File: src/rtl/dfst_pkg.sv
`default_nettype none
// ----------------------------------------------------------------------------
// dfst_pkg: shared types and constants of the duplicate-free set table
// Capacity, element width, operation codes, sequencer states and the
// structs that pass between the sequencer, the entry memory and the top.
// ----------------------------------------------------------------------------
package dfst_pkg;

  localparam int unsigned CAPACITY  = 64;
  localparam int unsigned ELEM_BITS = 32;
  localparam int unsigned IDX_W     = $clog2(CAPACITY);
  localparam int unsigned CNT_W     = $clog2(CAPACITY + 1);

  // fixed field widths of the channels
  localparam int unsigned KIND_W    = 2;
  localparam int unsigned VALUE_W   = 32;
  localparam int unsigned COUNT_W   = 7;

  typedef enum logic [KIND_W-1:0] {
    KIND_ADD    = 2'd0,
    KIND_REMOVE = 2'd1,
    KIND_SEARCH = 2'd2,
    KIND_NONE   = 2'd3
  } kind_e;

  typedef enum logic [2:0] {
    ST_IDLE,
    ST_SCAN,
    ST_DECIDE,
    ST_SHIFT,
    ST_DONE
  } state_e;

  typedef logic [ELEM_BITS-1:0] elem_t;
  typedef logic [IDX_W-1:0]     idx_t;
  typedef logic [CNT_W-1:0]     cnt_t;

  typedef struct packed {
    logic  we;
    idx_t  waddr;
    elem_t wdata;
    idx_t  raddr;
  } mem_req_t;

  typedef struct packed {
    logic               success;
    logic               full_reject;
    logic [COUNT_W-1:0] count;
    logic               is_empty;
  } result_t;

  // element as stored: low ELEM_BITS of the sign-extended field
  function automatic elem_t to_elem(logic signed [VALUE_W-1:0] v);
    logic signed [ELEM_BITS+VALUE_W-1:0] ext;
    ext = (ELEM_BITS+VALUE_W)'(v);
    return ext[ELEM_BITS-1:0];
  endfunction

endpackage
`default_nettype wire

File: src/rtl/dfst_in_if.sv
`default_nettype none
// ----------------------------------------------------------------------------
// dfst_in_if: operation channel
// Valid/ready channel that carries one operation code and one value.
// ----------------------------------------------------------------------------
interface dfst_in_if;
  logic                                valid;
  logic                                ready;
  logic [dfst_pkg::KIND_W-1:0]         kind;
  logic signed [dfst_pkg::VALUE_W-1:0] elem_value;

  modport source (output valid, output kind, output elem_value, input ready);
  modport sink   (input valid, input kind, input elem_value, output ready);
endinterface
`default_nettype wire

File: src/rtl/dfst_out_if.sv
`default_nettype none
// ----------------------------------------------------------------------------
// dfst_out_if: result channel
// Valid/ready channel that carries the status of one finished operation.
// ----------------------------------------------------------------------------
interface dfst_out_if;
  logic                         valid;
  logic                         ready;
  logic                         success;
  logic                         full_reject;
  logic [dfst_pkg::COUNT_W-1:0] count;
  logic                         is_empty;

  modport source (output valid, output success, output full_reject,
                  output count, output is_empty, input ready);
  modport sink   (input valid, input success, input full_reject,
                  input count, input is_empty, output ready);
endinterface
`default_nettype wire

File: src/rtl/dfst_mem.sv
`default_nettype none
// ----------------------------------------------------------------------------
// dfst_mem: entry store
// One write port and one read port, read data registered.
// ----------------------------------------------------------------------------
module dfst_mem (
  input  wire logic              clk_i,
  input  wire dfst_pkg::mem_req_t req_i,
  output dfst_pkg::elem_t        rdata_o
);
  import dfst_pkg::*;

  elem_t mem_q [CAPACITY];
  elem_t rdata_q;

  always_ff @(posedge clk_i) begin
    if (req_i.we) begin
      mem_q[req_i.waddr] <= req_i.wdata;
    end
    rdata_q <= mem_q[req_i.raddr];
  end

  assign rdata_o = rdata_q;

endmodule
`default_nettype wire

File: src/rtl/dfst_ctrl.sv
`default_nettype none
// ----------------------------------------------------------------------------
// dfst_ctrl: sequencer and compare unit
// Scans the stored entries through one read port and one comparator,
// appends on add, and compacts the entries after a removal.
// ----------------------------------------------------------------------------
module dfst_ctrl (
  input  wire logic               clk_i,
  input  wire logic               rst_ni,
  dfst_in_if.sink                 in_i,
  output dfst_pkg::mem_req_t      mem_req_o,
  input  wire dfst_pkg::elem_t    rdata_i,
  output logic                    res_valid_o,
  input  wire logic               res_ready_i,
  output dfst_pkg::result_t       res_o
);
  import dfst_pkg::*;

  state_e state_q, state_d;
  kind_e  kind_q, kind_d;
  elem_t  val_q, val_d;
  cnt_t   cnt_q, cnt_d;
  cnt_t   rd_idx_q, rd_idx_d;
  logic   cmp_vld_q, cmp_vld_d;
  idx_t   cmp_idx_q, cmp_idx_d;
  logic   found_q, found_d;
  idx_t   pos_q, pos_d;
  logic   ok_q, ok_d;
  logic   rej_q, rej_d;

  logic   in_fire;
  logic   issue_en;
  logic   match;
  logic   drained;

  assign in_fire  = in_i.valid && in_i.ready;
  assign issue_en = ((state_q == ST_SCAN) || (state_q == ST_SHIFT)) && (rd_idx_q < cnt_q);
  assign match    = cmp_vld_q && (rdata_i == val_q);
  // nothing more to read and nothing left in flight
  assign drained  = !issue_en && !cmp_vld_q;

  // next state
  always_comb begin
    state_d = state_q;
    unique case (state_q)
      ST_IDLE: begin
        if (in_fire) begin
          state_d = (kind_e'(in_i.kind) == KIND_NONE) ? ST_DONE : ST_SCAN;
        end
      end
      ST_SCAN: begin
        if (match || drained) begin
          state_d = ST_DECIDE;
        end
      end
      ST_DECIDE: begin
        state_d = (kind_q == KIND_REMOVE && found_q) ? ST_SHIFT : ST_DONE;
      end
      ST_SHIFT: begin
        if (drained) begin
          state_d = ST_DONE;
        end
      end
      ST_DONE: begin
        if (res_ready_i) begin
          state_d = ST_IDLE;
        end
      end
      default: state_d = ST_IDLE;
    endcase
  end

  // datapath and outputs
  always_comb begin
    kind_d    = kind_q;
    val_d     = val_q;
    cnt_d     = cnt_q;
    rd_idx_d  = rd_idx_q;
    cmp_vld_d = 1'b0;
    cmp_idx_d = cmp_idx_q;
    found_d   = found_q;
    pos_d     = pos_q;
    ok_d      = ok_q;
    rej_d     = rej_q;

    mem_req_o.we    = 1'b0;
    mem_req_o.waddr = cnt_q[IDX_W-1:0];
    mem_req_o.wdata = val_q;
    mem_req_o.raddr = rd_idx_q[IDX_W-1:0];

    in_i.ready  = (state_q == ST_IDLE);
    res_valid_o = (state_q == ST_DONE);

    unique case (state_q)
      ST_IDLE: begin
        if (in_fire) begin
          kind_d   = kind_e'(in_i.kind);
          val_d    = to_elem(in_i.elem_value);
          rd_idx_d = '0;
          found_d  = 1'b0;
          ok_d     = 1'b0;
          rej_d    = 1'b0;
        end
      end
      ST_SCAN: begin
        cmp_vld_d = issue_en;
        cmp_idx_d = rd_idx_q[IDX_W-1:0];
        if (issue_en) begin
          rd_idx_d = rd_idx_q + 1'b1;
        end
        if (match) begin
          found_d = 1'b1;
          pos_d   = cmp_idx_q;
        end
      end
      ST_DECIDE: begin
        case (kind_q)
          KIND_ADD: begin
            if (!found_q) begin
              if (cnt_q == CNT_W'(CAPACITY)) begin
                rej_d = 1'b1;
              end else begin
                mem_req_o.we = 1'b1;
                cnt_d        = cnt_q + 1'b1;
                ok_d         = 1'b1;
              end
            end
          end
          KIND_REMOVE: begin
            // compaction starts with the entry right after the match
            rd_idx_d = CNT_W'(pos_q) + 1'b1;
          end
          KIND_SEARCH: ok_d = found_q;
          default: ;
        endcase
      end
      ST_SHIFT: begin
        cmp_vld_d = issue_en;
        cmp_idx_d = rd_idx_q[IDX_W-1:0];
        if (issue_en) begin
          rd_idx_d = rd_idx_q + 1'b1;
        end
        if (cmp_vld_q) begin
          mem_req_o.we    = 1'b1;
          mem_req_o.waddr = cmp_idx_q - 1'b1;
          mem_req_o.wdata = rdata_i;
        end
        if (drained) begin
          cnt_d = cnt_q - 1'b1;
          ok_d  = 1'b1;
        end
      end
      ST_DONE: ;
      default: ;
    endcase

    res_o.success     = ok_q;
    res_o.full_reject = rej_q;
    res_o.count       = COUNT_W'(cnt_q);
    res_o.is_empty    = (cnt_q == '0);
  end

  always_ff @(posedge clk_i or negedge rst_ni) begin
    if (!rst_ni) begin
      state_q   <= ST_IDLE;
      cnt_q     <= '0;
      cmp_vld_q <= 1'b0;
    end else begin
      state_q   <= state_d;
      cnt_q     <= cnt_d;
      cmp_vld_q <= cmp_vld_d;
    end
  end

  always_ff @(posedge clk_i) begin
    kind_q    <= kind_d;
    val_q     <= val_d;
    rd_idx_q  <= rd_idx_d;
    cmp_idx_q <= cmp_idx_d;
    found_q   <= found_d;
    pos_q     <= pos_d;
    ok_q      <= ok_d;
    rej_q     <= rej_d;
  end

  a_cnt_bound: assert property (@(posedge clk_i) disable iff (!rst_ni)
    cnt_q <= CNT_W'(CAPACITY))
    else $error("stored count above capacity");

  a_write_phase: assert property (@(posedge clk_i) disable iff (!rst_ni)
    mem_req_o.we |-> (state_q == ST_DECIDE || state_q == ST_SHIFT))
    else $error("entry write outside decide or shift");

  a_reject_full: assert property (@(posedge clk_i) disable iff (!rst_ni)
    (state_q == ST_DONE && rej_q) |-> (cnt_q == CNT_W'(CAPACITY) && !ok_q))
    else $error("reject while not full or with success");

  a_shift_keeps_cnt: assert property (@(posedge clk_i) disable iff (!rst_ni)
    (state_q == ST_SHIFT && !drained) |=> $stable(cnt_q))
    else $error("count moved during compaction");

endmodule
`default_nettype wire

File: src/rtl/duplicate_free_set_table.sv
`default_nettype none
// ----------------------------------------------------------------------------
// duplicate_free_set_table: set of distinct values in an ordered array
// Add appends absent values, remove deletes the first match and closes the
// gap, search reports presence; every operation returns one status beat.
// ----------------------------------------------------------------------------
//  channel  dir  beat carries
//  in_i     in   kind, elem_value
//  out_o    out  success, full_reject, count, is_empty
//
//  An operation scans the stored entries through one read port and one
//  comparator: accept, scan, decide and done; the scan stops at a match.
//  A remove that hits then compacts the entries behind the match before
//  done. An unused kind skips scan and decide and goes straight to done.
//  The result is registered before it shows on out_o.
//  One operation is in flight at a time; in_i.ready is high only when idle.
//  Reset clears the count; the entry memory needs no clearing pass.
//  A stalled out_o holds the result register and the next operation waits
//  in its final cycle until the register is free.
// ----------------------------------------------------------------------------
module duplicate_free_set_table (
  input  wire logic clk_i,
  input  wire logic rst_ni,
  dfst_in_if.sink   in_i,
  dfst_out_if.source out_o
);
  import dfst_pkg::*;

  mem_req_t mem_req;
  elem_t    rdata;
  logic     res_valid;
  logic     res_ready;
  result_t  res;
  result_t  out_q;
  logic     out_vld_q;

  dfst_ctrl u_ctrl (
    .clk_i       (clk_i),
    .rst_ni      (rst_ni),
    .in_i        (in_i),
    .mem_req_o   (mem_req),
    .rdata_i     (rdata),
    .res_valid_o (res_valid),
    .res_ready_i (res_ready),
    .res_o       (res)
  );

  dfst_mem u_mem (
    .clk_i   (clk_i),
    .req_i   (mem_req),
    .rdata_o (rdata)
  );

  assign res_ready = !out_vld_q || out_o.ready;

  always_ff @(posedge clk_i or negedge rst_ni) begin
    if (!rst_ni) begin
      out_vld_q <= 1'b0;
    end else if (res_ready) begin
      out_vld_q <= res_valid;
    end
  end

  always_ff @(posedge clk_i) begin
    if (res_ready && res_valid) begin
      out_q <= res;
    end
  end

  assign out_o.valid       = out_vld_q;
  assign out_o.success     = out_q.success;
  assign out_o.full_reject = out_q.full_reject;
  assign out_o.count       = out_q.count;
  assign out_o.is_empty    = out_q.is_empty;

endmodule
`default_nettype wire
File: src/flat_wrapper.sv
// flat-port wrapper written by rule: the top's interface ports become plain ports
module duplicate_free_set_table_flat import dfst_pkg::*;
  (clk_i, rst_ni, in_i_valid, in_i_kind, in_i_elem_value, in_i_ready, out_o_valid, out_o_success, out_o_full_reject, out_o_count, out_o_is_empty, out_o_ready);
  dfst_in_if in_i_i ();
  dfst_out_if out_o_i ();
  input  wire logic clk_i;
  input  wire logic rst_ni;
  input wire logic [$bits(in_i_i.valid)-1:0] in_i_valid;
  input wire logic [$bits(in_i_i.kind)-1:0] in_i_kind;
  input wire logic [$bits(in_i_i.elem_value)-1:0] in_i_elem_value;
  output wire logic [$bits(in_i_i.ready)-1:0] in_i_ready;
  output wire logic [$bits(out_o_i.valid)-1:0] out_o_valid;
  output wire logic [$bits(out_o_i.success)-1:0] out_o_success;
  output wire logic [$bits(out_o_i.full_reject)-1:0] out_o_full_reject;
  output wire logic [$bits(out_o_i.count)-1:0] out_o_count;
  output wire logic [$bits(out_o_i.is_empty)-1:0] out_o_is_empty;
  input wire logic [$bits(out_o_i.ready)-1:0] out_o_ready;
  assign in_i_i.valid = in_i_valid;
  assign in_i_i.kind = in_i_kind;
  assign in_i_i.elem_value = in_i_elem_value;
  assign in_i_ready = in_i_i.ready;
  assign out_o_valid = out_o_i.valid;
  assign out_o_success = out_o_i.success;
  assign out_o_full_reject = out_o_i.full_reject;
  assign out_o_count = out_o_i.count;
  assign out_o_is_empty = out_o_i.is_empty;
  assign out_o_i.ready = out_o_ready;
  duplicate_free_set_table u_core (.clk_i(clk_i), .rst_ni(rst_ni), .in_i(in_i_i), .out_o(out_o_i));
endmodule
File: config.mk
export PLATFORM = sky130hd
export DESIGN_NAME = duplicate_free_set_table_flat
export DESIGN_NICKNAME = d
export VERILOG_FILES = /design/src/rtl/dfst_pkg.sv /design/src/rtl/dfst_in_if.sv /design/src/rtl/dfst_out_if.sv /design/src/rtl/dfst_mem.sv /design/src/rtl/dfst_ctrl.sv /design/src/rtl/duplicate_free_set_table.sv /design/src/flat_wrapper.sv
export SDC_FILE = /design/constraint.sdc
export NUM_CORES = 2
export LEC_CHECK = 0
export BUFFER_PORTS_ARGS = -buffer_cell sky130_fd_sc_hd__buf_4
export CAP_MARGIN = 20
export CORE_UTILIZATION = 42
export DETAILED_ROUTE_END_ITERATION = 6
export PLACE_DENSITY = 0.61
export SYNTH_ARGS = -nofsm -noshare
export SYNTH_HDL_FRONTEND = slang
export SYNTH_HIERARCHICAL = 1
export SYNTH_SLANG_ARGS = --single-unit
File: constraint.sdc
create_clock -name clk_i -period 6.6 [get_ports clk_i]
set_input_delay 0.66 -clock clk_i [delete_from_list [all_inputs] [get_ports clk_i]]
set_output_delay 0.66 -clock clk_i [all_outputs]
set_load 0.01 [all_outputs]
Word level (Yosys, flattened, before mapping)
Memories as Yosys holds them, arrays and structs flattened. A register that Yosys moved wholly into a read port is not among the register bits.
Index checks and enable logic that the tools add are counted.

storage, ports and cells
  register bits after elaboration = 78
  memory bits (writable) = 2048
  input port bits = 38
  output and inout bits = 12
  memories = 1

memory list
  name                depth  width  rd ports  clocked after Yosys merged registers in  wr ports  line            source
  u_core.u_mem.mem_q  64     32     1         1                                        1         dfst_mem.sv:13  elem_t mem_q [CAPACITY];

operators by class
  add/subtract/negate cells = 5
  order comparisons = 1
  equality and inequality tests = 23
  muxes and demuxes = 37
  reductions and logical operators = 29

operator list
  cell                                              number
  two-way mux 7 bit                                 7
  two-way mux 39 bit                                1
  two-way mux 38 bit                                1
  == test 32 bit                                    1
  one-hot mux 7 bit (3 select lines)                1
  two-way mux 3 bit                                 6
  one-hot mux 3 bit (5 select lines)                1
  adder 7 x 1 -> 7 bit, second input constant       2
  two-way mux 1 bit                                 14
  != test 2 bit, second input constant              7
  one-hot mux 7 bit (2 select lines)                1
  AND reduction 5 bit                               2
  != test 2 x 1 -> 1 bit, second input constant     4
  one-hot mux 1 bit (2 select lines)                4
  AND reduction 4 bit                               2
  adder 6 x 1 -> 7 bit, second input constant       1
  == test 7 bit, second input constant              1
  logical NOT 7 bit                                 1
  less-than comparator 7 bit                        1
  subtractor 7 x 1 -> 7 bit, second input constant  1
  == test 3 x 2 -> 1 bit, second input constant     2
  logical AND 1 bit                                 6
  != test 3 bit, second input constant              2
  AND reduction 6 bit                               1
  16 further kinds                                  25

Depth between registers and ports, before layout
  depth in word-level cells = 8
  depth in mapped cells = 11
  gate-level depth less buffers = 9

Hierarchy
Netlist, hierarchy kept.

by module, submodules not included
  module                    instances  cells each  area each (um^2)  seq. area each (um^2)
  dfst_mem                  1          3324        78515.3           62139.6
  dfst_ctrl                 1          356         4047.6            1956.9
  duplicate_free_set_table  1          14          354.1             325.3

Worst setup path before layout
No wires, ideal clock.

  kind = reg2reg
  from = reg u_core.u_ctrl.state_q[2]
  to = mem u_core/u_mem/mem_q[49][0] (netlist bit), enable pin
  setup time = 0.461 ns
  arrival = 4.011 ns
  path slack = 2.128 ns
  cell stages (with the launch flop) = 11
  path buffers = 2
  clock period less this slack = 4.472 ns
  cells stage by stage = dfrtp_1 nand3b_1 inv_2 nand2_1 buf_2 nor2_1 a21oi_1 clkbuf_1 nor2b_1 nand4_1 nor3_1

RTL lines
  element                 line              source
  start, declared         dfst_ctrl.sv:19   state_e state_q, state_d;
  start signal, assigned  dfst_ctrl.sv:169  state_q <= state_d;
  end, declared           dfst_mem.sv:13

==> summary.md <==
| Metric | Value |
|---|---|
| Share of cells above drive strength 1 | `26.9%` |
| Boundary Pins | `50` |
| Leading post-synthesis cells by instance count | `2114 x edfxtp_1, 544 x mux4_2, 152 x nor2_1` |
| Mean Syn Cell Area | `22.4 um^2` |
| Area share of the largest cell type after synthesis | `76.6%` |
| Antenna violations before repair | `10` |
| GPL Wtd Cong | `0.903` |
| Number of clock buffers inserted by TritonCTS | `208` |
| Top-count cell post-synth | `edfxtp_1` |
| Skew-Pair Late Insertion Delay | `840 ps` |
| Element type at the critical path end | `register` |
| RSZ-0062 raised after global routing | `false` |
| Worst clock skew | `31.6 ps` |
| Sinks on the clock net | `2158` |
| Combined area of the multi-input logic cells | `0.0180 mm^2` |
| Standby leakage power | `0.0291 uW` |
| Effective utilization at floorplan | `42.4%` |
| Sum of overflow across all layers after global routing | `0` |
| Area of the die | `0.199 mm^2` |
| Number of nets at the end of the flow | `3933` |
| Area growth from synthesis to layout | `13.7%` |
| Distinct cell type count after synthesis | `67` |
| Mean routed wirelength per cell | `31.9 um` |
| DP Wirelength | `126 mm` |
| EDFF count, synth | `2114` |
| Global Route Usage Sum | `21.4%` |
| TritonCTS clock tree | `done` |
| 1st-pass router iterations | `7` |
| H-Tree Level Count | `4` |
| Number of pins with negative max-slew slack in the final report | `0` |
| Instance area after placement | `0.0873 mm^2` |
| Library cell occupying the most area in the post-synthesis netlist | `edfxtp_1` |
| Worst Hold Class | `primary input to register` |
| Proportion of synthesized chip area in sequential cells | `77.7%` |
| Vias/cell | `5.98` |
| Synthesized netlist cell count | `3694` |
| Syn. warnings | `6` |
| Area of all placed cells without fillers | `0.0943 mm^2` |
| ANT nets after route | `0` |
| Resize count post-CTS | `0` |
| Worst-margin pin slew | `1150 ps` |
| Max FO, Critical Path | `32` |
| Maximum frequency from static timing analysis | `193 MHz` |
| DR iter-0 viols | `4859` |
| Final number of setup-violating endpoints | `0` |
| Total power density per cell area | `420 mW/mm^2` |
| Buffers added on ports | `49` |
| Data arrival, critical path | `5620 ps` |
| Number of global-route vias before repair | `38800` |
| Pin count of the biggest net entering global routing | `114` |
| Global-route wire length before repair | `300 mm` |
| Total number of vias | `40100` |
| Root Buffer Master | `clkbuf_16` |
| Shortest period the worst path allows | `5170 ps` |
| Fill count | `15700` |
| Post-synthesis instance area | `0.0829 mm^2` |
| Post-route DRC | `0` |
| Cells taking the most area after synthesis | `edfxtp_1 77%, mux4_2 15%, mux2i_1 1.2%` |
| Period utilization | `78.4%` |
| Ys async rst share | `0.556%` |
| Peak supply drop | `0.334 mV` |
| Critical setup path kind | `register to register` |
| Synth Register Bits | `2158` |
| Die outline height | `446 um` |
| Clk buf depth | `3` |
| Relative slew slack | `23.3%` |
| Syn nets | `3746` |
| Final hold violation count | `0` |
| Total Neg Setup Slack | `0 ps` |
| Startpoint class of the critical path | `register` |
| Worst Path Required | `7050 ps` |
| Final wirelength | `213 mm` |
| Floorplan Core Area | `0.196 mm^2` |
| Hold Worst Slack | `88.6 ps` |
| Status | `finished clean` |
| Max-cap violations | `0` |
| Die boundary width | `446 um` |
| Sequential cell area | `0.0644 mm^2` |
| Primary flip-flop cell chosen by synthesis mapping | `edfxtp_1` |
| Core Rows | `162` |
| Clk pin slew, worst setup/hold paths | `60 ps` |
-- stage by stage --
stage          util [%]  instances  worst slack [ps]  power (uW)
2_1_floorplan         -       3694              2130       23700
3_3_place_gp       44.5       6248              1550       28200
3_5_place_dp       44.6       6262              1590       28300
4_1_cts            48.1       6668              1570       39700
5_1_grt            48.2       6679              1320       40700
6_report           48.2       6693              1430       39600
-- flip-flops by register name (all words and copies together), names as in the netlist --
name,flops
u_core/u_mem/rdata_o,32
u_core/out_o.full_reject,1
u_core/u_ctrl/kind_q,2
u_core/u_ctrl/found_q,1
u_core/u_ctrl/rej_q,1
u_core/u_ctrl/cnt_q,7
u_core/u_ctrl/cmp_vld_q,1
u_core/u_ctrl/pos_q,6
u_core/u_mem/mem_q,2048
u_core/out_o.valid,1
u_core/u_ctrl/state_q,3
u_core/u_ctrl/cmp_idx_q,6
u_core/out_o.success,1
u_core/u_ctrl/ok_q,1
u_core/u_ctrl/rd_idx_q,7
u_core/u_ctrl/val_q,32
u_core/out_o.count,7
u_core/out_o.is_empty,1
-- layout make-up --
type	count	area share, %
Sequential cell	2158	68.3
Multi-Input combinational cell	1315	19.1
Clock buffer	270	5.92
Tap cell	2624	3.48
Timing Repair Buffer	179	2.03
Clock inverter	114	1.01
Inverter	19	0.0757
Antenna cell	14	0.0372
-- power by group --
part	switching, uW	total, uW	internal [uW]
clock	4950	11500	6550
combinational	7400	11800	4360
sequential	327	16400	16000
-- placed cells by master (no fill, tap or decap), drive strengths merged, types with 46 or more instances in the layout --
cell type / Yosys / routed
mux4: 544 / 544
edfxtp: 2114 / 2114
nor2: 152 / 152
clkbuf: 81 / 271
mux2i: 99 / 99
clkinv: 0 / 89
a21oi: 72 / 72
o22ai: 88 / 88
buf: 121 / 156
nand2: 46 / 46
-- kinds of logic after synthesis --
family / after synthesis / share of synthesized area (%)
xor gates and xnor gates: 51 / 0.539
buffers and inverters: 221 / 1.30
DFF: 2158 / 77.7
and+or+nand+nor: 322 / 1.85
AOI/OAI and AO/OA: 252 / 1.98
muxes: 676 / 16.4
adders and majority gates: 14 / 0.220
-- per-layer routing --
layer / wire (um) / track usage (%) / up-vias
met5: 7 / 0 / -
met4: 9070 / 8.86 / 2
met3: 19000 / 3.53 / 327
met2: 94700 / 30.8 / 1901
met1: 90800 / 32.4 / 21800
li1: - / - / 16000
-- what timing repair did --
action / 4_1_cts / 5_1_grt
hold buffers: 22 / 0
endpoints found under the hold margin: 33 / 0
buffers inserted: 0 / 0
-- worst max-delay path, cell delays in order, from the launching register on --
cell and delay, ps:
dfrtp_1 590, nand3b_1 270, inv_2 230, nand2_2 500, a21oi_1 1040, nor2b_1 260
nand2_1 690, nor2_4 1130
-- final timing paths --
check	from	to	slack (ps)	cells after the start
max in group asynchronous	rst_ni	u_core/u_ctrl/state_q[2]	6150	2
min	in_i_elem_value[30]	u_core/u_ctrl/val_q[30]	90	1
max	u_core/u_ctrl/state_q[0]	u_core/u_mem/mem_q[44][2]	1430	7
min reg2reg	u_core/u_ctrl/ok_q	u_core/out_o.success	430	0
min in group asynchronous	rst_ni	u_core/out_o.valid	260	2
max reg2reg	u_core/u_ctrl/state_q[0]	u_core/u_mem/mem_q[44][2]	1430	7
Power figures use the tool's default switching activity.
